**config.mk**
```make
export PLATFORM = sky130hd
export DESIGN_NAME = crc_framed_receiver_flat
export DESIGN_NICKNAME = d
export VERILOG_FILES = /design/src/sv/crcfr_pkg.sv /design/src/sv/crcfr_if.sv /design/src/sv/crc_framed_receiver.sv /design/src/sv/crcfr_crc_byte.sv /design/src/flat_wrapper.sv
export SDC_FILE = /design/constraint.sdc
export NUM_CORES = 1
export LEC_CHECK = 0
export BUFFER_PORTS_ARGS = -buffer_cell sky130_fd_sc_hd__clkbuf_2
export CAP_MARGIN = 20
export CORE_AREA = 2 2 136 99
export DETAILED_ROUTE_END_ITERATION = 10
export DIE_AREA = 0 0 138 101
export GPL_ROUTABILITY_DRIVEN = 0
export PLACE_DENSITY_LB_ADDON = 0.2
export SYNTH_ARGS = -nofsm -noshare
export SYNTH_HDL_FRONTEND = slang
export SYNTH_HIERARCHICAL = 1
export SYNTH_SLANG_ARGS = --single-unit
```
**constraint.sdc**
```tcl
create_clock -name i_clk -period 3.17 [get_ports i_clk]
set_input_delay 0.317 -clock i_clk [delete_from_list [all_inputs] [get_ports i_clk]]
set_output_delay 0.317 -clock i_clk [all_outputs]
set_load 0.05 [all_outputs]
```
**src/sv/crcfr_pkg.sv**
```systemverilog
// Shared types and constants for the CRC-checked frame receiver.
package crcfr_pkg;

    localparam int unsigned BYTE_W = 8;
    localparam int unsigned WORD_W = 32;
    localparam int unsigned HCNT_W = 3;

    localparam logic [WORD_W-1:0] CRC_POLY = 32'hEDB8_8320;
    localparam logic [HCNT_W-1:0] HDR_LAST = 3'd3;

    typedef logic [BYTE_W-1:0] t_byte;
    typedef logic [WORD_W-1:0] t_word;
    typedef logic [HCNT_W-1:0] t_hcnt;

    typedef enum logic [1:0] {
        PH_CRC = 2'd0,
        PH_LEN = 2'd1,
        PH_PAY = 2'd2
    } t_phase;

endpackage

```
**src/sv/crcfr_if.sv**
```systemverilog
// Valid/ready channel interfaces for the receive byte stream and the result stream.
interface crcfr_in_if;
    import crcfr_pkg::*;

    logic  valid;
    logic  ready;
    t_byte rx_byte;

    modport source (output valid, output rx_byte, input ready);
    modport sink   (input valid, input rx_byte, output ready);
endinterface

interface crcfr_out_if;
    import crcfr_pkg::*;

    logic  valid;
    logic  ready;
    logic  payload_valid;
    t_byte payload_byte;
    logic  frame_end;
    logic  crc_match;

    modport source (output valid, output payload_valid, output payload_byte,
                    output frame_end, output crc_match, input ready);
    modport sink   (input valid, input payload_valid, input payload_byte,
                    input frame_end, input crc_match, output ready);
endinterface

```
**src/sv/crc_framed_receiver.sv**
```systemverilog
// Top level of the CRC-checked, length-prefixed frame receiver.
//
// Input channel i_rx carries the stream one byte per word. Each frame is a
// 4-byte CRC, then a 4-byte length (both least significant byte first), then
// that many payload bytes. Every accepted byte produces exactly one word on
// o_res: payload bytes come out with payload_valid set, header bytes come out
// as all-zero words. The word that completes a frame has frame_end set, and
// crc_match tells whether the reflected CRC-32 (initial 0, no final xor) over
// the payload equals the header CRC. A zero length ends the frame on the last
// length byte.
// The result word is registered and appears in the cycle after its byte is
// accepted; throughput is one byte per cycle while the sink takes each word, set
// by the single result register with the byte-wide CRC network in front of it.
// Reset clears the frame state, so the block expects a fresh CRC header and
// the result register is empty. When the sink stalls, the result register
// holds its word and i_rx.ready drops until that word is taken.
module crc_framed_receiver (
    input  logic             i_clk,
    input  logic             i_rst_n,
    crcfr_in_if.sink         i_rx,
    crcfr_out_if.source      o_res
);
    import crcfr_pkg::*;

    t_phase r_phase, n_phase;
    t_hcnt  r_hcnt,  n_hcnt;
    t_word  r_exp,   n_exp;
    t_word  r_rem,   n_rem;
    t_word  r_crc,   n_crc;

    logic   r_out_valid;
    logic   r_pvalid, n_pvalid;
    t_byte  r_pbyte,  n_pbyte;
    logic   r_fend,   n_fend;
    logic   r_match,  n_match;

    t_word  crc_next;
    t_hcnt  hcnt_eff;
    logic   in_acc;

    assign i_rx.ready = !r_out_valid || o_res.ready;
    assign in_acc     = i_rx.valid && i_rx.ready;

    crcfr_crc_byte u_crc (
        .i_crc  (r_crc),
        .i_data (i_rx.rx_byte),
        .o_crc  (crc_next)
    );

    always_comb begin
        n_phase  = r_phase;
        n_hcnt   = r_hcnt;
        n_exp    = r_exp;
        n_rem    = r_rem;
        n_crc    = r_crc;
        n_pvalid = 1'b0;
        n_pbyte  = '0;
        n_fend   = 1'b0;
        n_match  = 1'b0;
        hcnt_eff = r_hcnt;
        case (r_phase)
            PH_PAY: begin
                n_pvalid = 1'b1;
                n_pbyte  = i_rx.rx_byte;
                n_crc    = crc_next;
                n_rem    = r_rem - 1'b1;
                if (r_rem == t_word'(1)) begin
                    n_fend  = 1'b1;
                    n_match = (crc_next == r_exp);
                    n_phase = PH_CRC;
                    n_hcnt  = '0;
                end
            end
            PH_LEN: begin
                n_rem = {i_rx.rx_byte, r_rem[WORD_W-1:BYTE_W]};
                if (r_hcnt >= HDR_LAST) begin
                    n_hcnt = '0;
                    n_crc  = '0;
                    if (n_rem == '0) begin
                        n_fend  = 1'b1;
                        n_match = (r_exp == '0);
                        n_phase = PH_CRC;
                    end else begin
                        n_phase = PH_PAY;
                    end
                end else begin
                    n_hcnt = r_hcnt + 1'b1;
                end
            end
            default: begin
                // An unused phase code restarts a CRC header from its first byte.
                if (r_phase != PH_CRC) begin
                    hcnt_eff = '0;
                end
                n_phase = PH_CRC;
                n_exp   = {i_rx.rx_byte, r_exp[WORD_W-1:BYTE_W]};
                if (hcnt_eff >= HDR_LAST) begin
                    n_hcnt  = '0;
                    n_phase = PH_LEN;
                end else begin
                    n_hcnt = hcnt_eff + 1'b1;
                end
            end
        endcase
    end

    always_ff @(posedge i_clk) begin
        if (!i_rst_n) begin
            r_phase <= PH_CRC;
            r_hcnt  <= '0;
            r_exp   <= '0;
            r_rem   <= '0;
            r_crc   <= '0;
        end else if (in_acc) begin
            r_phase <= n_phase;
            r_hcnt  <= n_hcnt;
            r_exp   <= n_exp;
            r_rem   <= n_rem;
            r_crc   <= n_crc;
        end
    end

    always_ff @(posedge i_clk) begin
        if (!i_rst_n) begin
            r_out_valid <= 1'b0;
        end else if (i_rx.ready) begin
            r_out_valid <= in_acc;
        end
    end

    always_ff @(posedge i_clk) begin
        if (in_acc) begin
            r_pvalid <= n_pvalid;
            r_pbyte  <= n_pbyte;
            r_fend   <= n_fend;
            r_match  <= n_match;
        end
    end

    assign o_res.valid         = r_out_valid;
    assign o_res.payload_valid = r_pvalid;
    assign o_res.payload_byte  = r_pbyte;
    assign o_res.frame_end     = r_fend;
    assign o_res.crc_match     = r_match;

    // The payload phase is only entered with a nonzero count and left when it reaches one.
    a_pay_rem_nonzero: assert property (@(posedge i_clk) disable iff (!i_rst_n)
        (r_phase == PH_PAY) |-> (r_rem != '0))
        else $error("payload phase with zero bytes remaining");

    a_hcnt_range: assert property (@(posedge i_clk) disable iff (!i_rst_n)
        r_hcnt <= HDR_LAST)
        else $error("header byte count out of range");

    a_match_only_at_end: assert property (@(posedge i_clk) disable iff (!i_rst_n)
        (r_out_valid && !r_fend) |-> !r_match)
        else $error("crc_match set on a word that does not end a frame");

    a_last_byte_ends: assert property (@(posedge i_clk) disable iff (!i_rst_n)
        (in_acc && r_phase == PH_PAY && r_rem == t_word'(1))
            |=> (r_phase == PH_CRC && r_hcnt == '0 && r_fend))
        else $error("last payload byte did not close the frame");

endmodule

```
**src/sv/crcfr_crc_byte.sv**
```systemverilog
// Byte-wide reflected CRC-32 update: eight bit steps flattened into one XOR network.
module crcfr_crc_byte (
    input  crcfr_pkg::t_word i_crc,
    input  crcfr_pkg::t_byte i_data,
    output crcfr_pkg::t_word o_crc
);
    import crcfr_pkg::*;

    always_comb begin
        t_word c;
        c = i_crc ^ {{(WORD_W-BYTE_W){1'b0}}, i_data};
        for (int k = 0; k < BYTE_W; k++) begin
            c = (c >> 1) ^ (c[0] ? CRC_POLY : '0);
        end
        o_crc = c;
    end

endmodule
```
**src/flat_wrapper.sv**
```systemverilog
// flat-port wrapper written by rule: the top's interface ports become plain ports
module crc_framed_receiver_flat import crcfr_pkg::*;
  (i_clk, i_rst_n, i_rx_valid, i_rx_rx_byte, i_rx_ready, o_res_valid, o_res_payload_valid, o_res_payload_byte, o_res_frame_end, o_res_crc_match, o_res_ready);
  crcfr_in_if i_rx_i ();
  crcfr_out_if o_res_i ();
  input  logic i_clk;
  input  logic i_rst_n;
  input wire logic [$bits(i_rx_i.valid)-1:0] i_rx_valid;
  input wire logic [$bits(i_rx_i.rx_byte)-1:0] i_rx_rx_byte;
  output wire logic [$bits(i_rx_i.ready)-1:0] i_rx_ready;
  output wire logic [$bits(o_res_i.valid)-1:0] o_res_valid;
  output wire logic [$bits(o_res_i.payload_valid)-1:0] o_res_payload_valid;
  output wire logic [$bits(o_res_i.payload_byte)-1:0] o_res_payload_byte;
  output wire logic [$bits(o_res_i.frame_end)-1:0] o_res_frame_end;
  output wire logic [$bits(o_res_i.crc_match)-1:0] o_res_crc_match;
  input wire logic [$bits(o_res_i.ready)-1:0] o_res_ready;
  assign i_rx_i.valid = i_rx_valid;
  assign i_rx_i.rx_byte = i_rx_rx_byte;
  assign i_rx_ready = i_rx_i.ready;
  assign o_res_valid = o_res_i.valid;
  assign o_res_payload_valid = o_res_i.payload_valid;
  assign o_res_payload_byte = o_res_i.payload_byte;
  assign o_res_frame_end = o_res_i.frame_end;
  assign o_res_crc_match = o_res_i.crc_match;
  assign o_res_i.ready = o_res_ready;
  crc_framed_receiver u_core (.i_clk(i_clk), .i_rst_n(i_rst_n), .i_rx(i_rx_i), .o_res(o_res_i));
endmodule
```
==> flow_metrics.env, run 1 <==
export IMPL_synth_area_um2=6430
export IMPL_drive_above_1_share_pct=13.1
export IMPL_status="completed"
export IMPL_p_per_area_nw_per_um2=590
export IMPL_synth_edf_count=11
export IMPL_rsz0062_at_grt="no"
export IMPL_worstPathMaxFanout=6
export IMPL_cts_hold_fix_buffers=0
export IMPL_post_cts_resized=0
export IMPL_nets=776
export IMPL_drt_iter0_drc=747
export IMPL_clkTransAtPathRegs_ns=0.06
export IMPL_utilization_pct=57.6
export IMPL_mostFrequentLayoutCells="nand2_1 (103), dfxtp_1 (102), nor2_1 (58)"
export IMPL_grt_pass1_vias=5281
export IMPL_finalClockSkew_ns=0.0111
export IMPL_min_period_ns=2.82
export IMPL_slowest_delay_ns=0.43
export IMPL_cts_tree="built"
export IMPL_cap_violations=0
export IMPL_vias_per_cell=6.19
export IMPL_slew_viol_final=0
export IMPL_async_flop_share_pct=0
export IMPL_hold_ws_ns=0.160
export IMPL_dieArea_um2=13900
export IMPL_ys_ff_latch=113
export IMPL_placeableCoreArea_um2=12700
export IMPL_worst_pin_slew_ns=0.684
export IMPL_p_total_mw=4.32
export IMPL_clock_latency_ns=0.41
export IMPL_critical_path_buf_inv_count=0
export IMPL_fin_area_um2=7310
export IMPL_grt_overflow=0
export IMPL_dieWidth_um=138
export IMPL_grt_pass1_wl_um=29400
export IMPL_slowest_stage="xnor3_1"
export IMPL_power_static_leakage_nw=2.77
export IMPL_root_buffer="clkbuf_16"
export IMPL_start_util_pct=50.6
export IMPL_critPathRequiredTime_ns=3.45
export IMPL_antenna_found_initial=0
export IMPL_die_y_um=101
export IMPL_fp_row_count=35
export IMPL_drt_wl_total_um=18200
export IMPL_setup_viol=0
export IMPL_start_kind="register"
export IMPL_cts_buffers=17
export IMPL_syn_nets=763
export IMPL_clkSinkCount=113
export IMPL_slew_headroom_pct=54.3
export IMPL_clockBufferDepth=2
export IMPL_hold_viol_final=0
export IMPL_post_route_period_util_pct=88.9
export IMPL_ant_nets=0
export IMPL_vias=5773
export IMPL_fin_tns_setup_ns=0
export IMPL_synth_distinct_cells=76
export IMPL_worstSetupPathType="reg -> reg"
export IMPL_layout_commonest_cell="nand2_1"
export IMPL_post_cts_buffers=0
export IMPL_routedWlPerCell_um=19.6
export IMPL_ys_seq_area_share_pct=36.9
export IMPL_drc=0
export IMPL_min_path_type="in -> reg"
export IMPL_synthFlopType="dfxtp_1"
export IMPL_port_buffers=24
export IMPL_worstPathCellList="xnor2_4, xnor2_2, xnor3_1, xnor2_1, xor2_1, nor4_1, nand4_1, nor3_1, a21o_1"
export IMPL_syn_to_final_growth_pct=13.7
export IMPL_grt_max_degree=75
export IMPL_fmax_mhz=355
export IMPL_yosys_warnings=6
export IMPL_postSynthCellCount=741
export IMPL_htreeDepth=4
export IMPL_antenna_cells=0
export IMPL_dpl_hpwl_um=12400
export IMPL_drtPass1Iterations=6
export IMPL_crit_arrival_ns=3.10
export IMPL_crit_path_end_kind="register"
export IMPL_grt_util_all_layers_pct=26.8
export IMPL_ir_drop_v=0.000504
export IMPL_path_delay_family="XOR/XNOR gates"
export IMPL_placed_area_um2=6700
export IMPL_avgSynthCellArea_um2=8.68
export IMPL_ios=25
## Yosys cell counts, types with 4 or more instances
library cell / count / share of area, %
nand2_1: 103 / 6.0
dfxtp_1: 102 / 32
nor2_1: 59 / 3.4
a21oi_1: 56 / 4.4
xor2_1: 47 / 6.4
xnor2_1: 40 / 5.4
a22oi_1: 35 / 4.1
clkbuf_1: 34 / 2.0
nor4_1: 25 / 2.4
o21ai_0: 25 / 1.9
nor3_1: 21 / 1.6
nand3_1: 15 / 1.2
inv_1: 13 / 0.76
and2_1: 12 / 1.2
edfxtp_1: 11 / 5.1
ha_1: 10 / 1.9
a311oi_1: 7 / 0.95
nand4_1: 7 / 0.68
o21a_1: 7 / 0.82
a31oi_1: 6 / 0.58
buf_1: 5 / 0.29
nand2b_1: 5 / 0.49
xnor2_4: 5 / 2.1
a211oi_1: 4 / 0.47
a32o_1: 4 / 0.62
o22ai_1: 4 / 0.39
or4_1: 4 / 0.47
## final cells by class
cell class	instances	area, um2
Multi-Input combinational cell	571	3840
Timing Repair Buffer	36	223
Sequential cell	113	2370
Clock inverter	5	100
Clock buffer	26	509
Fill cell	1124	5390
Inverter	15	56.3
Tap cell	166	208
## stage by stage
step | cells | worst slack [ns]
6_report | 932 | 0.351
5_1_grt | 932 | 0.151
4_1_cts | 932 | 0.383
3_5_place_dp | 901 | 0.222
3_3_place_gp | 901 | 0.263
2_1_floorplan | 741 | 0.759
## flip-flops by register name, summed over array words and instances, names as in the netlist
signal,flops
u_core/r_exp,32
u_core/o_res.payload_valid,1
u_core/r_phase,2
u_core/o_res.frame_end,1
u_core/r_rem,32
u_core/r_hcnt,3
u_core/o_res.payload_byte,8
u_core/o_res.crc_match,1
u_core/o_res.valid,1
u_core/r_crc,32
## routing by layer
layer  vias up  GRT usage, %  part of all wire (%)
li1       2671             -                     -
met3        30          6.41                   9.2
met2       278          38.7                    42
met4         0          6.83                   1.4
met1      2794          40.0                    48
met5         -             0                     0
## worst reg2reg max path, delay by kind of cell, from the launching register on
kind             cells  cell delay, ns
AO/OA/AOI/OAI        1            0.15
flip-flops           1            0.36
XOR/XNOR             5            1.46
AND/OR/NAND/NOR      3            0.73
## path summary, 6_finish.rpt
kind              slack, ns                          endpoint                          from  depth (start not counted)
setup / recovery       0.35  u_core/o_res.crc_match$_DFFE_PP_  u_core/r_crc[4]$_SDFFE_PN0P_                          9
hold / removal         0.16   u_core/o_res.valid$_SDFFE_PN0N_                    i_rx_valid                          3
setup reg to reg       0.35  u_core/o_res.crc_match$_DFFE_PP_  u_core/r_crc[4]$_SDFFE_PN0P_                          9
hold reg to reg        0.49      u_core/r_rem[1]$_SDFFE_PN0P_  u_core/r_rem[1]$_SDFFE_PN0P_                          2
## cells by family (layout without fill, tap and decap cells)
| family | after synthesis | count (layout) | share of synthesized area (%) |
|---|---|---|---|
| multiplexers | 3 | 3 | 0.486 |
| AND/OR/NAND/NOR | 280 | 280 | 22.1 |
| buffers and inverters | 57 | 82 | 3.52 |
| flip-flops | 113 | 113 | 36.9 |
| adder cells (fa/ha/maj) | 10 | 10 | 1.95 |
| XOR/XNOR | 102 | 102 | 17.0 |
| AO/OA/AOI/OAI | 176 | 176 | 18.0 |
## report_power, final
part / total [mW] / switching, mW / internal, mW
Combinational: 0.801 / 0.513 / 0.288
Clock: 1.99 / 0.654 / 1.33
Sequential: 1.53 / 0.0486 / 1.48
Total: 4.32 / 1.21 / 3.10
Power figures use the tool's default switching activity.
==> run 2, diff against run 1 <==
--- a/config.mk
+++ b/config.mk
@@ -5,9 +5,10 @@
 export SDC_FILE = /design/constraint.sdc
 export NUM_CORES = 1
 export LEC_CHECK = 0
-export BUFFER_PORTS_ARGS = -buffer_cell sky130_fd_sc_hd__clkbuf_2
+export BUFFER_PORTS_ARGS = -buffer_cell sky130_fd_sc_hd__buf_2
 export CAP_MARGIN = 20
 export CORE_AREA = 2 2 136 99
+export CTS_CLUSTER_SIZE = 16
 export DETAILED_ROUTE_END_ITERATION = 10
 export DIE_AREA = 0 0 138 101
 export GPL_ROUTABILITY_DRIVEN = 0
==> run 2 against run 1 <==
Effect of this change:
- flip-flop and latch count did not move
- sequential power barely moved
- cell count rose by 0.32%
- non-clock buffer count rose by 2
- wire length fell by 0.21%
- critical endpoint unchanged
- cell area fell by 0.46%
- clock skew rose by 0.00051 ns
- worst setup slack improved by 0.081 ns
- largest power group unchanged
- worst hold slack improved by 0.034 ns
- via count fell by 0.21%
- critical path type unchanged
==> flow_metrics.env, run 2 (same netlist as run 1, synthesis figures left out) <==
export IMPL_root_buffer="clkbuf_16"
export IMPL_whs_path_depth=3
export IMPL_drc=0
export IMPL_antenna_cells=0
export IMPL_clockBufferDepth=2
export IMPL_vias=5761
export IMPL_worstSetupPathType="reg -> reg"
export IMPL_crit_path_end_kind="register"
export IMPL_cts_hold_fix_buffers=0
export IMPL_drive_above_1_share_pct=13.4
export IMPL_cts_tree="built"
export IMPL_status="completed"
export IMPL_htreeDepth=4
export IMPL_cap_violations=0
export IMPL_dieWidth_um=138
export IMPL_worstPathMaxFanout=6
export IMPL_port_buffers=24
export IMPL_netSwitchingFraction_pct=29.0
export IMPL_post_route_period_util_pct=86.4
export IMPL_intPower_mw=2.96
export IMPL_syn_to_final_growth_pct=13.2
export IMPL_hold_viol_final=0
export IMPL_routedWlPerCell_um=19.5
export IMPL_dieArea_um2=13900
export IMPL_slowest_stage="xnor3_2"
export IMPL_antenna_found_initial=0
export IMPL_hp_start="i_rx_valid"
export IMPL_holdPathEnd="u_core/o_res.valid$_SDFFE_PN0N_"
export IMPL_r2r_start="u_core/r_crc[0]$_SDFFE_PN0P_"
export IMPL_switching_power_mw=1.21
export IMPL_start_kind="register"
export IMPL_crit_arrival_ns=3.02
export IMPL_dpl_hpwl_um=12600
export IMPL_post_place_cells=903
export IMPL_slew_viol_final=0
export IMPL_ant_nets=0
export IMPL_critical_path_buf_inv_count=0
export IMPL_grt_overflow=0
export IMPL_placeableCoreArea_um2=12700
export IMPL_top_regs="u_core/r_crc: 32 flops, u_core/r_exp: 32 flops, u_core/r_rem: 32 flops"
export IMPL_setup_ws_ns=0.432
export IMPL_layout_commonest_cell="nand2_1"
export IMPL_p_per_area_nw_per_um2=574
export IMPL_worstReg2RegEnd="u_core/o_res.crc_match$_DFFE_PP_"
export IMPL_clkTransAtPathRegs_ns=0.06
export IMPL_instances_no_fill=935
export IMPL_min_path_type="in -> reg"
export IMPL_fp_row_count=35
export IMPL_post_cts_buffers=0
export IMPL_rrSetupSlack_ns=0.43
export IMPL_min_period_ns=2.74
export IMPL_grt_pass1_vias=5161
export IMPL_grt_max_degree=37
export IMPL_fmax_mhz=365
export IMPL_rr_worst_depth=9
export IMPL_nets=778
export IMPL_grt_util_all_layers_pct=26.7
export IMPL_start_util_pct=50.6
export IMPL_post_cts_resized=0
export IMPL_critPathRequiredTime_ns=3.45
export IMPL_drtPass1Iterations=6
export IMPL_path_delay_family="XOR/XNOR gates"
export IMPL_drt_wl_total_um=18200
export IMPL_finalClockSkew_ns=0.0116
export IMPL_die_y_um=101
export IMPL_p_clk_share_pct=44.3
export IMPL_drt_iter0_drc=752
export IMPL_sequentialPowerShare_pct=36.6
export IMPL_worst_pin_slew_ns=0.778
export IMPL_fin_tns_setup_ns=0
export IMPL_clkSinkCount=113
export IMPL_worstPathCellList="xnor2_4, xnor3_2, xnor2_2, xnor2_1, xor2_1, nor4_1, nand4_1, nor3_1, a21o_1"
export IMPL_slowest_delay_ns=0.58
export IMPL_ir_drop_v=0.000450
export IMPL_grt_pass1_wl_um=29200
export IMPL_preCtsSetupSlack_ns=0.321
export IMPL_mostFrequentLayoutCells="nand2_1 (103), dfxtp_1 (102), nor2_1 (58)"
export IMPL_p_comb_share_pct=19.1
export IMPL_vias_per_cell=6.16
export IMPL_fillers=1101
export IMPL_slew_headroom_pct=47.7
export IMPL_power_static_leakage_nw=2.76
export IMPL_cts_buffers=17
export IMPL_rsz0062_at_grt="no"
export IMPL_clock_latency_ns=0.41
export IMPL_ios=25
export IMPL_setup_viol=0
==> run 2: how the worst max path moves through the flow <==
stage	start	to	cells after the start
floorplan	u_core/r_crc[0]$_SDFFE_PN0P_	u_core/o_res.crc_match$_DFFE_PP_	9
global placement	i_rx_rx_byte[3]	u_core/o_res.crc_match$_DFFE_PP_	10
detailed placement	i_rx_rx_byte[0]	u_core/o_res.crc_match$_DFFE_PP_	10
CTS	u_core/r_crc[4]$_SDFFE_PN0P_	u_core/o_res.crc_match$_DFFE_PP_	9
global route	u_core/r_crc[4]$_SDFFE_PN0P_	u_core/o_res.crc_match$_DFFE_PP_	9
finish	u_core/r_crc[0]$_SDFFE_PN0P_	u_core/o_res.crc_match$_DFFE_PP_	9
==> run 2: per-layer routing <==
| metal | vias to the layer above | track usage, % | share of wire (%) | wire [um] |
|---|---|---|---|---|
| met5 | - | 0 | 0 | 0 |
| met4 | 0 | 8.63 | 1.1 | 200 |
| met3 | 23 | 5.46 | 9.9 | 1800 |
| met2 | 285 | 38.3 | 42 | 7660 |
| met1 | 2767 | 40.1 | 47 | 8540 |
| li1 | 2686 | - | - | - |
==> run 2: power groups by stage <==
stage / logic, mW / registers, mW / clock network, mW
detailed placement: 0.771 / 1.56 / 0
CTS: 0.779 / 1.53 / 1.88
finish: 0.797 / 1.53 / 1.85
floorplan: 0.566 / 1.56 / 0
global route: 0.853 / 1.53 / 1.94
global placement: 0.754 / 1.55 / 0
==> run 2: layout make-up <==
type | count | area (um2) | area share [%]
Multi-Input combinational cell | 571 | 3840 | 52.8
Sequential cell | 113 | 2370 | 32.6
Clock buffer | 27 | 523 | 7.19
Timing Repair Buffer | 38 | 225 | 3.09
Tap cell | 166 | 208 | 2.85
Inverter | 15 | 56.3 | 0.774
Clock inverter | 5 | 50.0 | 0.688
==> run 2: worst min-delay path, stage by stage <==
cell     delay [ns]
buf_2          0.13
inv_1          0.05
a21oi_1        0.06
==> run 2: through the flow <==
step	cell area (um2)	power [mW]	hold WS [ns]	utilization, %
global route	7280	4.33	0.194	57.3
global placement	6700	2.31	0.470	52.8
floorplan	6430	2.13	0.446	-
detailed placement	6700	2.33	0.483	52.8
CTS	7280	4.18	0.176	57.3
finish	7280	4.18	0.194	57.3
